--- src/hw/rtl/run_length_line_expander_defines.svh ---
`ifndef RUN_LENGTH_LINE_EXPANDER_DEFINES_SVH
`define RUN_LENGTH_LINE_EXPANDER_DEFINES_SVH

// same-cycle implication, checked out of reset only
`define RLLE_ASSERT_NOW(lbl, ante, cons) \
    lbl: assert property (@(posedge i_clk) disable iff (!i_rst_n) (ante) |-> (cons)) \
        else $error("rlle check failed");

// next-cycle implication, checked out of reset only
`define RLLE_ASSERT_NEXT(lbl, ante, cons) \
    lbl: assert property (@(posedge i_clk) disable iff (!i_rst_n) (ante) |=> (cons)) \
        else $error("rlle check failed");

`endif

--- src/hw/rtl/rlle_pkg.sv ---
`timescale 1ns / 1ps
`default_nettype none
package rlle_pkg;

    localparam int LINE_LIMIT_W     = 12;
    localparam int BYTE_W           = 7;
    localparam int LINE_FILL_BITS_D = 12;
    localparam int FIFO_DEPTH_D     = 2;

    localparam logic [LINE_LIMIT_W-1:0] LINE_LIMIT_RST = 12'd80;

    // classified item handed from front to back
    typedef struct packed {
        logic              flush;
        logic [BYTE_W-1:0] value;
        logic              consumed;
    } t_op;

    // one result item
    typedef struct packed {
        logic              has_byte;
        logic [BYTE_W-1:0] out_byte;
        logic              consumed;
        logic              break_before;
        logic              line_end;
    } t_res;

endpackage
`default_nettype wire

--- src/hw/rtl/rlle_fifo.sv ---
`timescale 1ns / 1ps
`default_nettype none
module rlle_fifo #(
    parameter int WIDTH = 8,
    parameter int DEPTH = 2
) (
    input  wire logic             i_clk,
    input  wire logic             i_rst_n,
    input  wire logic             i_push,
    input  wire logic [WIDTH-1:0] i_data,
    output logic                  o_full,
    input  wire logic             i_pop,
    output logic      [WIDTH-1:0] o_data,
    output logic                  o_empty
);
    localparam int AW = (DEPTH > 1) ? $clog2(DEPTH) : 1;
    localparam int CW = $clog2(DEPTH + 1);
    localparam logic [AW-1:0] LAST = AW'(DEPTH - 1);
    localparam logic [CW-1:0] FULL_CNT = CW'(DEPTH);

    logic [WIDTH-1:0] r_mem [DEPTH];
    logic [AW-1:0]    r_wr_ptr, r_rd_ptr;
    logic [CW-1:0]    r_count;
    logic             do_push, do_pop;

    assign o_full  = (r_count == FULL_CNT);
    assign o_empty = (r_count == '0);
    assign o_data  = r_mem[r_rd_ptr];
    assign do_push = i_push && !o_full;
    assign do_pop  = i_pop && !o_empty;

    always_ff @(posedge i_clk) begin
        if (do_push) begin
            r_mem[r_wr_ptr] <= i_data;
        end
    end

    always_ff @(posedge i_clk) begin
        if (!i_rst_n) begin
            r_wr_ptr <= '0;
            r_rd_ptr <= '0;
            r_count  <= '0;
        end else begin
            if (do_push) begin
                r_wr_ptr <= (r_wr_ptr == LAST) ? '0 : r_wr_ptr + 1'b1;
            end
            if (do_pop) begin
                r_rd_ptr <= (r_rd_ptr == LAST) ? '0 : r_rd_ptr + 1'b1;
            end
            if (do_push && !do_pop) begin
                r_count <= r_count + 1'b1;
            end else if (do_pop && !do_push) begin
                r_count <= r_count - 1'b1;
            end
        end
    end
endmodule
`default_nettype wire

--- src/hw/rtl/rlle_front.sv ---
`timescale 1ns / 1ps
`default_nettype none
module rlle_front (
    input  wire logic        i_clk,
    input  wire logic        i_rst_n,
    input  wire logic        i_accept,
    input  wire logic        i_cmd,
    input  wire logic [7:0]  i_stream_byte,
    output rlle_pkg::t_op    o_op
);
    import rlle_pkg::*;

    logic [BYTE_W-1:0] r_last_literal, n_last_literal;
    logic [BYTE_W-1:0] r_repeats_pending, n_repeats_pending;

    always_comb begin
        o_op              = '0;
        n_last_literal    = r_last_literal;
        n_repeats_pending = r_repeats_pending;
        if (i_cmd) begin
            o_op.flush        = 1'b1;
            n_repeats_pending = '0;
        end else if (r_repeats_pending != '0) begin
            o_op.value        = r_last_literal;
            n_repeats_pending = r_repeats_pending - 1'b1;
        end else if (i_stream_byte[7]) begin
            // count -k leaves k-1 copies, which is the inverted low bits
            o_op.value        = r_last_literal;
            o_op.consumed     = 1'b1;
            n_repeats_pending = ~i_stream_byte[BYTE_W-1:0];
        end else begin
            o_op.value     = i_stream_byte[BYTE_W-1:0];
            o_op.consumed  = 1'b1;
            n_last_literal = i_stream_byte[BYTE_W-1:0];
        end
    end

    always_ff @(posedge i_clk) begin
        if (!i_rst_n) begin
            r_last_literal    <= '0;
            r_repeats_pending <= '0;
        end else if (i_accept) begin
            r_last_literal    <= n_last_literal;
            r_repeats_pending <= n_repeats_pending;
        end
    end
endmodule
`default_nettype wire

--- src/hw/rtl/rlle_back.sv ---
`timescale 1ns / 1ps
`default_nettype none
module rlle_back #(
    parameter int LINE_FILL_BITS = rlle_pkg::LINE_FILL_BITS_D
) (
    input  wire logic                               i_clk,
    input  wire logic                               i_rst_n,
    input  wire logic                               i_step,
    input  wire rlle_pkg::t_op                      i_op,
    input  wire logic [rlle_pkg::LINE_LIMIT_W-1:0]  i_line_limit,
    output rlle_pkg::t_res                          o_res
);
    import rlle_pkg::*;

    localparam int CMP_W = (LINE_FILL_BITS > LINE_LIMIT_W) ? LINE_FILL_BITS : LINE_LIMIT_W;
    localparam logic [LINE_FILL_BITS-1:0] FILL_MAX = '1;

    logic [LINE_FILL_BITS-1:0] r_line_fill, n_line_fill, fill_base;
    logic [CMP_W-1:0]          fill_x, limit_x;

    assign fill_x  = CMP_W'(r_line_fill);
    assign limit_x = CMP_W'(i_line_limit);

    always_comb begin
        o_res       = '0;
        n_line_fill = r_line_fill;
        fill_base   = r_line_fill;
        if (i_op.flush) begin
            o_res.line_end = (r_line_fill != '0);
            n_line_fill    = '0;
        end else begin
            o_res.has_byte = 1'b1;
            o_res.out_byte = i_op.value;
            o_res.consumed = i_op.consumed;
            if (i_op.value != '0) begin
                if (fill_x >= limit_x) begin
                    o_res.break_before = 1'b1;
                    fill_base          = '0;
                end
                // fill count saturates
                n_line_fill = (fill_base == FILL_MAX) ? fill_base : fill_base + 1'b1;
            end else begin
                o_res.line_end = 1'b1;
                n_line_fill    = '0;
            end
        end
    end

    always_ff @(posedge i_clk) begin
        if (!i_rst_n) begin
            r_line_fill <= '0;
        end else if (i_step) begin
            r_line_fill <= n_line_fill;
        end
    end
endmodule
`default_nettype wire

--- src/hw/rtl/run_length_line_expander.sv ---
`timescale 1ns / 1ps
`default_nettype none
`include "run_length_line_expander_defines.svh"
// Run-length line expander: each item is a stream byte or a flush, and each gives exactly one
// result. Items are taken at one per cycle sustained while full is low; an item passes both
// queues before its result can be popped. The front decodes literals and repeat counts and
// feeds a small queue; the back tracks the line fill and writes results into an output queue,
// so either side may stall without stopping the other. Queue depth (default two) sets how
// many items can be in flight. While repeats are pending the input byte is not consumed and
// the source should present it again. The line limit is written through the configuration
// channel, which is always ready, and must only be changed while the block is idle.
module run_length_line_expander #(
    parameter int LINE_FILL_BITS = rlle_pkg::LINE_FILL_BITS_D,
    parameter int FIFO_DEPTH     = rlle_pkg::FIFO_DEPTH_D
) (
    input  wire logic                               i_clk,
    input  wire logic                               i_rst_n,
    input  wire logic                               push,
    output logic                                    full,
    input  wire logic                               i_cmd,
    input  wire logic [7:0]                         i_stream_byte,
    output logic                                    empty,
    input  wire logic                               pop,
    output logic                                    o_has_byte,
    output logic [rlle_pkg::BYTE_W-1:0]             o_out_byte,
    output logic                                    o_consumed,
    output logic                                    o_break_before,
    output logic                                    o_line_end,
    input  wire logic                               i_cfg_valid,
    output logic                                    o_cfg_ready,
    input  wire logic [rlle_pkg::LINE_LIMIT_W-1:0]  i_cfg_data
);
    import rlle_pkg::*;

    logic [LINE_LIMIT_W-1:0] r_line_limit;
    t_op  front_op, back_op;
    t_res back_res, out_res;
    logic in_accept, mid_full, mid_empty, out_full, back_step;

    assign o_cfg_ready = 1'b1;

    always_ff @(posedge i_clk) begin
        if (!i_rst_n) begin
            r_line_limit <= LINE_LIMIT_RST;
        end else if (i_cfg_valid && o_cfg_ready) begin
            r_line_limit <= i_cfg_data;
        end
    end

    assign full      = mid_full;
    assign in_accept = push && !mid_full;
    assign back_step = !mid_empty && !out_full;

    rlle_front u_front (
        .i_clk         (i_clk),
        .i_rst_n       (i_rst_n),
        .i_accept      (in_accept),
        .i_cmd         (i_cmd),
        .i_stream_byte (i_stream_byte),
        .o_op          (front_op)
    );

    rlle_fifo #(.WIDTH($bits(t_op)), .DEPTH(FIFO_DEPTH)) u_mid_q (
        .i_clk   (i_clk),
        .i_rst_n (i_rst_n),
        .i_push  (in_accept),
        .i_data  (front_op),
        .o_full  (mid_full),
        .i_pop   (back_step),
        .o_data  (back_op),
        .o_empty (mid_empty)
    );

    rlle_back #(.LINE_FILL_BITS(LINE_FILL_BITS)) u_back (
        .i_clk        (i_clk),
        .i_rst_n      (i_rst_n),
        .i_step       (back_step),
        .i_op         (back_op),
        .i_line_limit (r_line_limit),
        .o_res        (back_res)
    );

    rlle_fifo #(.WIDTH($bits(t_res)), .DEPTH(FIFO_DEPTH)) u_out_q (
        .i_clk   (i_clk),
        .i_rst_n (i_rst_n),
        .i_push  (back_step),
        .i_data  (back_res),
        .o_full  (out_full),
        .i_pop   (pop),
        .o_data  (out_res),
        .o_empty (empty)
    );

    assign o_has_byte     = out_res.has_byte;
    assign o_out_byte     = out_res.out_byte;
    assign o_consumed     = out_res.consumed;
    assign o_break_before = out_res.break_before;
    assign o_line_end     = out_res.line_end;

    // a flush result carries no byte and never consumes or breaks
    `RLLE_ASSERT_NOW(a_flush_clean, !empty && !o_has_byte, o_out_byte == '0 && !o_consumed && !o_break_before)
    // a break only comes before a real nonzero byte, which cannot end the line
    `RLLE_ASSERT_NOW(a_break_byte, !empty && o_break_before, o_has_byte && o_out_byte != '0 && !o_line_end)
    // a byte ends the line only when it is the terminator
    `RLLE_ASSERT_NOW(a_end_zero, !empty && o_has_byte && o_line_end, o_out_byte == '0)
    // the limit register takes the written value
    `RLLE_ASSERT_NEXT(a_cfg_write, i_cfg_valid && o_cfg_ready, r_line_limit == $past(i_cfg_data))
endmodule
`default_nettype wire
--- config.mk ---
export PLATFORM = sky130hd
export DESIGN_NAME = run_length_line_expander
export DESIGN_NICKNAME = d
export VERILOG_FILES = /design/src/hw/rtl/rlle_pkg.sv /design/src/hw/rtl/rlle_fifo.sv /design/src/hw/rtl/rlle_front.sv /design/src/hw/rtl/rlle_back.sv /design/src/hw/rtl/run_length_line_expander.sv
export VERILOG_INCLUDE_DIRS = /design/src /design/src/hw/rtl
export SDC_FILE = /design/constraint.sdc
export NUM_CORES = 1
export LEC_CHECK = 0
export BUFFER_PORTS_ARGS = -buffer_cell sky130_fd_sc_hd__buf_4
export CORE_MARGIN = 2
export CORE_UTILIZATION = 34
export CTS_CLUSTER_DIAMETER = 30
export DETAILED_ROUTE_END_ITERATION = 8
export PLACE_DENSITY = 0.55
export SLEW_MARGIN = 40
export SYNTH_ARGS = -nofsm -noshare
export SYNTH_HDL_FRONTEND = slang
export SYNTH_HIERARCHICAL = 1
export SYNTH_SLANG_ARGS = --single-unit
export TNS_END_PERCENT = 10
--- constraint.sdc ---
create_clock -name i_clk -period 3.1 [get_ports i_clk]
set_clock_uncertainty 0.05 [all_clocks]
set_input_delay 0.775 -clock i_clk [delete_from_list [all_inputs] [get_ports i_clk]]
set_output_delay 0.775 -clock i_clk [all_outputs]
set_load 0.005 [all_outputs]
# Yosys cells after proc, flatten, opt, wreduce, memory -nomap -nowiden
# Memory sizes are Yosys's and may differ from the RTL's. A register that Yosys moved wholly into a read port is not among the register bits.
# Index checks and enable logic that the tools add are counted.
word_totals:
  register_bits: 46
  mem_bits_rw: 40
  word_cells: 93
  n_memories: 2
memory_table:
  columns: ["memory", "depth", "width", "rd", "rd_clocked_by_memory_dff", "write_ports", "line", "source"]
  rows:
  - ["u_out_q.r_mem", 2, 11, 1, 1, 1, "rlle_fifo.sv:21", "logic [WIDTH-1:0] r_mem [DEPTH];"]
  - ["u_mid_q.r_mem", 2, 9, 1, 1, 1, "rlle_fifo.sv:21", null]
op_classes:
  add_sub_neg: 10
  n_lt_le_gt_ge: 1
  n_eq_ne: 3
  muxes: 35
  bitwise_logic: 4
  reduce_logical: 28
ops:
  columns: ["operator", "count"]
  rows:
  - ["12-bit two-way mux", 6]
  - ["7-bit two-way mux", 4]
  - ["1-bit two-way mux", 18]
  - ["8-bit two-way mux", 2]
  - ["7-bit nonzero test", 2]
  - ["12-bit by 1-bit adder with 12-bit output (second input constant)", 1]
  - ["12-bit == test (second input constant)", 1]
  - ["12-bit >= comparator", 1]
  - ["12-bit nonzero test", 1]
  - ["1-bit logical AND", 10]
  - ["10-bit two-way mux", 1]
  - ["1-bit logical NOT", 8]
  - ["2-bit two-way mux", 4]
  - ["7-bit inverter", 1]
  - ["7-bit by 1-bit subtractor with 7-bit output (second input constant)", 1]
  - ["1-bit adder (second input constant)", 4]
  - ["2-bit by 1-bit adder with 2-bit output (second input constant)", 2]
  - ["2-bit == test (second input constant)", 2]
  - ["2-bit logical NOT", 2]
  - ["4-bit AND reduction", 1]
  - ["2-bit nonzero test", 2]
  - ["2-bit by 1-bit subtractor with 2-bit output (second input constant)", 2]
  - ["1-bit inverter", 3]
  - ["3-bit nonzero test", 1]
  - ["2-bit AND reduction", 1]

# Depth between registers and ports, before layout
logic_depth:
  word_depth: 8
  depth_mapped: 14

# Modules after synthesis
# The synthesis kept the hierarchy.
by_module_without_submodules:
  columns: ["mod", "instances", "cells_each", "area_per_inst_um2"]
  rows:
  - ["rlle_back", 1, 154, 1146.1]
  - ["rlle_fifo at u_out_q", 1, 59, 1023.5]
  - ["rlle_front", 1, 107, 944.7]
  - ["rlle_fifo at u_mid_q", 1, 53, 880.8]
  - ["run_length_line_expander", 1, 42, 466.7]

# Least setup slack after synthesis
# No wires, ideal clock.
synth_timing:
  kind: "register to register"
  from: "register u_back.r_line_fill[0] (netlist: u_back/fill_x[0])"
  to: "register u_back.r_line_fill[8] (netlist: u_back/fill_x[8])"
  arrival_time_ps: 2653
  t_required_ps: 2933
  slack_ps: 281
  path_stages_with_launch: 14
  path_buffers: 1
  synth_period_minus_slack_ps: 2819
  cell_sequence: "dfxtp_1 -> inv_1 -> ha_1 -> nor3b_1 -> o21bai_1 -> a21o_1 -> a41oi_1 -> buf_2 -> and2_1 -> ha_1 -> and3_4 -> or2b_1 -> a31oi_1 -> nor2_1"
synth_via:
  elab_chain_cells: 8
  word_cells_on_any_way: 9
  classes_between: "1 x add/sub; 1 x order compare; 1 x eq/ne; 6 x mux"
synth_rtl:
  columns: ["element", "line", "source"]
  rows:
  - ["from (decl)", "rlle_back.sv:18", "logic [LINE_FILL_BITS-1:0] r_line_fill, n_line_fill, fill_base;"]
  - ["from (signal assigned)", "rlle_back.sv:53", "r_line_fill <= n_line_fill;"]
  - ["12-bit >= comparator", "rlle_back.sv:36", "if (fill_x >= limit_x) begin"]
  - ["12-bit two-way mux (*)", "rlle_back.sv:36", null]
  - ["12-bit two-way mux (*)", "rlle_back.sv:35", "if (i_op.value != '0) begin"]
  - ["12-bit two-way mux (*)", "rlle_back.sv:28", "if (i_op.flush) begin"]
  - ["12-bit by 1-bit adder with 12-bit output / 12-bit == test (equally long branches)", "rlle_back.sv:41", "n_line_fill = (fill_base == FILL_MAX) ? fill_base : fill_base + 1'b1;"]
  - ["12-bit two-way mux (*)", "rlle_back.sv:41", null]
  - ["12-bit two-way mux (*)", "rlle_back.sv:35", null]
  - ["12-bit two-way mux (*)", "rlle_back.sv:28", null]
# Mark *: on every way between the ends. The rest lies on a longest branch, timed or not. The select of a mux whose other input is x is not followed.
# A chain may end at the register's enable or synchronous reset.

# Worst setup path in the final report
layout_timing:
  from: "register u_back.r_line_fill[0] (netlist: u_back/fill_x[0])"
  to: "register u_back.r_line_fill[11] (netlist: u_back/fill_x[11])"
# Same word-level chain as after synthesis.

==> run summary <==
Syn Std Cell Area -> 4460 sq um
Starting Density -> 0.351
Multi-input gate area -> 2110 sq um
Routed vias -> 3,175
Fin. max-slew vios -> 0
Reg-to-reg startpoint -> u_back/fill_x[0]
CTS tree -> done
Most common cell on crit path -> ha_1
Gpl congestion -> 0.818
Register-to-register setup slack -> 0.36 ns
Net Sw Frac -> 0.324
# IOs -> 40
Initial antenna violation count -> 0
Synth Flop Type -> dfxtp_1
Worst Hold Path Cells -> 2
Max Cap Violations -> 0
Final Hold Vio Count -> 0
Routed Antenna Nets -> 0
Yosys reg bits -> 88
Gr usage total -> 0.134
Worst Path Required -> 3.29 ns
Hold Slack -> 0.427 ns
Port buffer count -> 38
Post CTS Setup Buffer Count -> 0
Register area -> 2160 sq um
Setup ws final -> 0.364 ns
Hold path start -> r_line_limit[4]
Final Core Density -> 0.412
Tmin final -> 2.74 ns
Dpl hpwl -> 6490 um
Yosys warning count -> 6
Crit. End Element -> flip-flop
WL final -> 9180 um
Syn Inst Count -> 415
Clk sinks -> 88
HP Class -> flip-flop to flip-flop
Reg clk slew, reported paths -> 0.07 ns
Critical path class -> flip-flop to flip-flop
EDFF count, synth -> 40
Syn avg cell area -> 10.8 sq um
Synth Net Count -> 458
Router iterations before antenna repair -> 4
Rel. slew slack -> 0.629
Synth cell types -> 68
Total net switching power -> 1350 uW
Register area share after synthesis -> 0.485
Leakage power -> 0.00213 uW
CP cell instances -> inv_1 -> ha_1 -> nor3b_1 -> o21bai_1 -> a21o_1 -> a41oi_1 -> and2_1 -> ha_1 -> buf_4 -> a2111oi_2 -> mux2_2 -> nand3_1 -> a21boi_1
Row count -> 41
Final instance area -> 5250 sq um
Clk Latency, worst-skew pair -> 0.34 ns
Reg2reg end -> u_back/fill_x[11]
Clock group share of total power -> 0.251
Worst vdd ir -> 361 uV
Vias in the first global route -> 3,023
Via-to-Cell Ratio -> 4.99
Flop pwr share -> 0.405
Wire per inst -> 14.4 um
Critical-path top delay cell -> a2111oi_2
Crit Path Max Fanout -> 7
Die ar. -> 14,100 sq um
Layout area overhead -> 17.6%
Clock Path Buffers -> 2
H-Tree Depth -> 3
Worst setup SP type -> flip-flop
Layout cells sized above 1 -> 0.237
Num CTS Buffers -> 9
Clock Root Buffer -> clkbuf_16
Final-report setup violation count -> 0
Post-CTS sizing -> 0
Combinational Power Share -> 0.344
Fill cell count -> 1,301
Least-Margin Pin Slew -> 0.557 ns
Post-Place Cell Area -> 4950 sq um
Pre-CTS WS -> 0.324 ns
Largest net degree at the start of global routing -> 43
Remaining global-route overflow -> 0
Pwr/cell area -> 793 nW/um^2
Die Wd -> 119 um
Ys async rst share -> 0
Die Ht -> 119 um
Final setup TNS -> 0 ns
Core Region -> 12,700 sq um
# DRC -> 0
Period utilization -> 0.882
Ant. Diodes -> 0
DR iter-0 viols -> 172
RSZ-0062 raised after global routing -> false
Nets@finish -> 502
Reg2reg path depth -> 13
Worst EP arrival -> 2.92 ns
Highest clock rate -> 366 MHz
Internal -> 2810 uW
Crit path largest cell delay -> 0.37 ns
Outcome -> finished, final reports clean
Hold_buf cts -> 0
First-pass GRT wire length -> 15,000 um
WHS Endpoint -> r_line_limit[4]
## layout make-up
class                           instances  area share
Clock inverter                          7      0.0114
Tap cell                              172      0.0410
Clock buffer                            9      0.0429
Sequential cell                        88       0.412
Multi-Input combinational cell        284       0.402
Timing Repair Buffer                   51      0.0730
Inverter                               25      0.0179
## placed cells by master, fill, tap and decap left out, types with 10 or more instances in the layout
cell type / instances
dfxtp_1: 48
mux2i_1: 28
edfxtp_1: 40
inv_1: 23
buf_4: 51
mux2_2: 22
nor2_1: 21
o21ai_0: 11
a31oi_1: 10
nand2_1: 22
ha_1: 17
a21oi_1: 11
nor2b_1: 31
## cells by family after synthesis
group	Yosys count	synth area share
AOI/OAI and AO/OA	70	0.111
xor gates and xnor gates	6	0.0118
adders and majority gates	17	0.0477
buffers and inverters	43	0.0446
DFF	88	0.485
muxes	50	0.118
other	1	0.000840
and+or+nand+nor	140	0.181
## how the worst max path moves through the flow
| stage | from | end | slack [ns] |
|---|---|---|---|
| finish | u_back/fill_x[0] | u_back/fill_x[11] | 0.36 |
| global route | u_back/fill_x[9] | u_back/fill_x[5] | 0.17 |
| CTS | u_back/fill_x[0] | u_back/fill_x[11] | 0.32 |
| detailed placement | u_back/fill_x[0] | u_back/fill_x[11] | 0.32 |
| global placement | r_line_limit[11] | u_back/fill_x[11] | 0.39 |
| floorplan | u_back/fill_x[0] | u_back/fill_x[8] | 0.28 |
## power groups by stage
stage / sequential, uW / clock, uW / combinational (uW)
after floorplan: 1640 / 0 / 1040
after global placement: 1700 / 0 / 1410
after detailed placement: 1710 / 0 / 1430
after CTS: 1690 / 1090 / 1440
after global routing: 1710 / 1120 / 1580
final: 1690 / 1040 / 1430
## routing by layer
metal  GRT usage  share of wire  vias up
li1            -              -     1601
met1       0.180           0.50     1486
met2       0.204           0.44       82
met3      0.0314          0.046        6
met4      0.0595          0.013        0
met5           0              0        -
## sequential cells by signal (all words and copies together), names as in the netlist, named ones only
signal                     cells
r_line_limit                  12
u_back/fill_x                 12
u_front/r_last_literal         7
u_front/r_repeats_pending      7
u_mid_q/r_count                2
u_mid_q/r_mem                 18
u_mid_q/r_rd_ptr               1
u_mid_q/r_wr_ptr               1
u_out_q/r_count                2
u_out_q/r_mem                 22
u_out_q/r_rd_ptr               1
u_out_q/r_wr_ptr               1
## metrics by stage
stage,std cells,total power (uW)
finish,636,4160
global route,636,4420
CTS,636,4210
detailed placement,620,3140
global placement,620,3110
floorplan,415,2680
## cells in the mapped netlist (5+ instances only)
cell | instances | area [sq um]
clkbuf_1 | 7 | 26.3
nand2_1 | 22 | 82.6
nor2_1 | 21 | 78.8
nand4_1 | 6 | 37.5
a21oi_1 | 11 | 55.1
nand2b_1 | 6 | 37.5
and2_1 | 9 | 56.3
edfxtp_1 | 40 | 1200
ha_1 | 17 | 213
nor3_1 | 6 | 30.0
inv_1 | 23 | 86.3
and3_1 | 5 | 31.3
nor2b_1 | 31 | 194
nand3_1 | 5 | 25.0
a31oi_1 | 10 | 62.6
mux2i_1 | 28 | 280
mux2_2 | 22 | 248
dfxtp_1 | 48 | 961
buf_2 | 6 | 30.0
o21ai_0 | 11 | 55.1
## worst max-delay path, delay by kind of cell, from the launching register on
kind                       cells  cell delay (ns)
and+or+nand+nor                3             0.33
DFF                            1             0.33
muxes                          1             0.37
AOI/OAI and AO/OA              5             0.87
buffers and inverters          2             0.22
adders and majority gates      2             0.48
No activity file was read; power rests on OpenSTA's default activity.
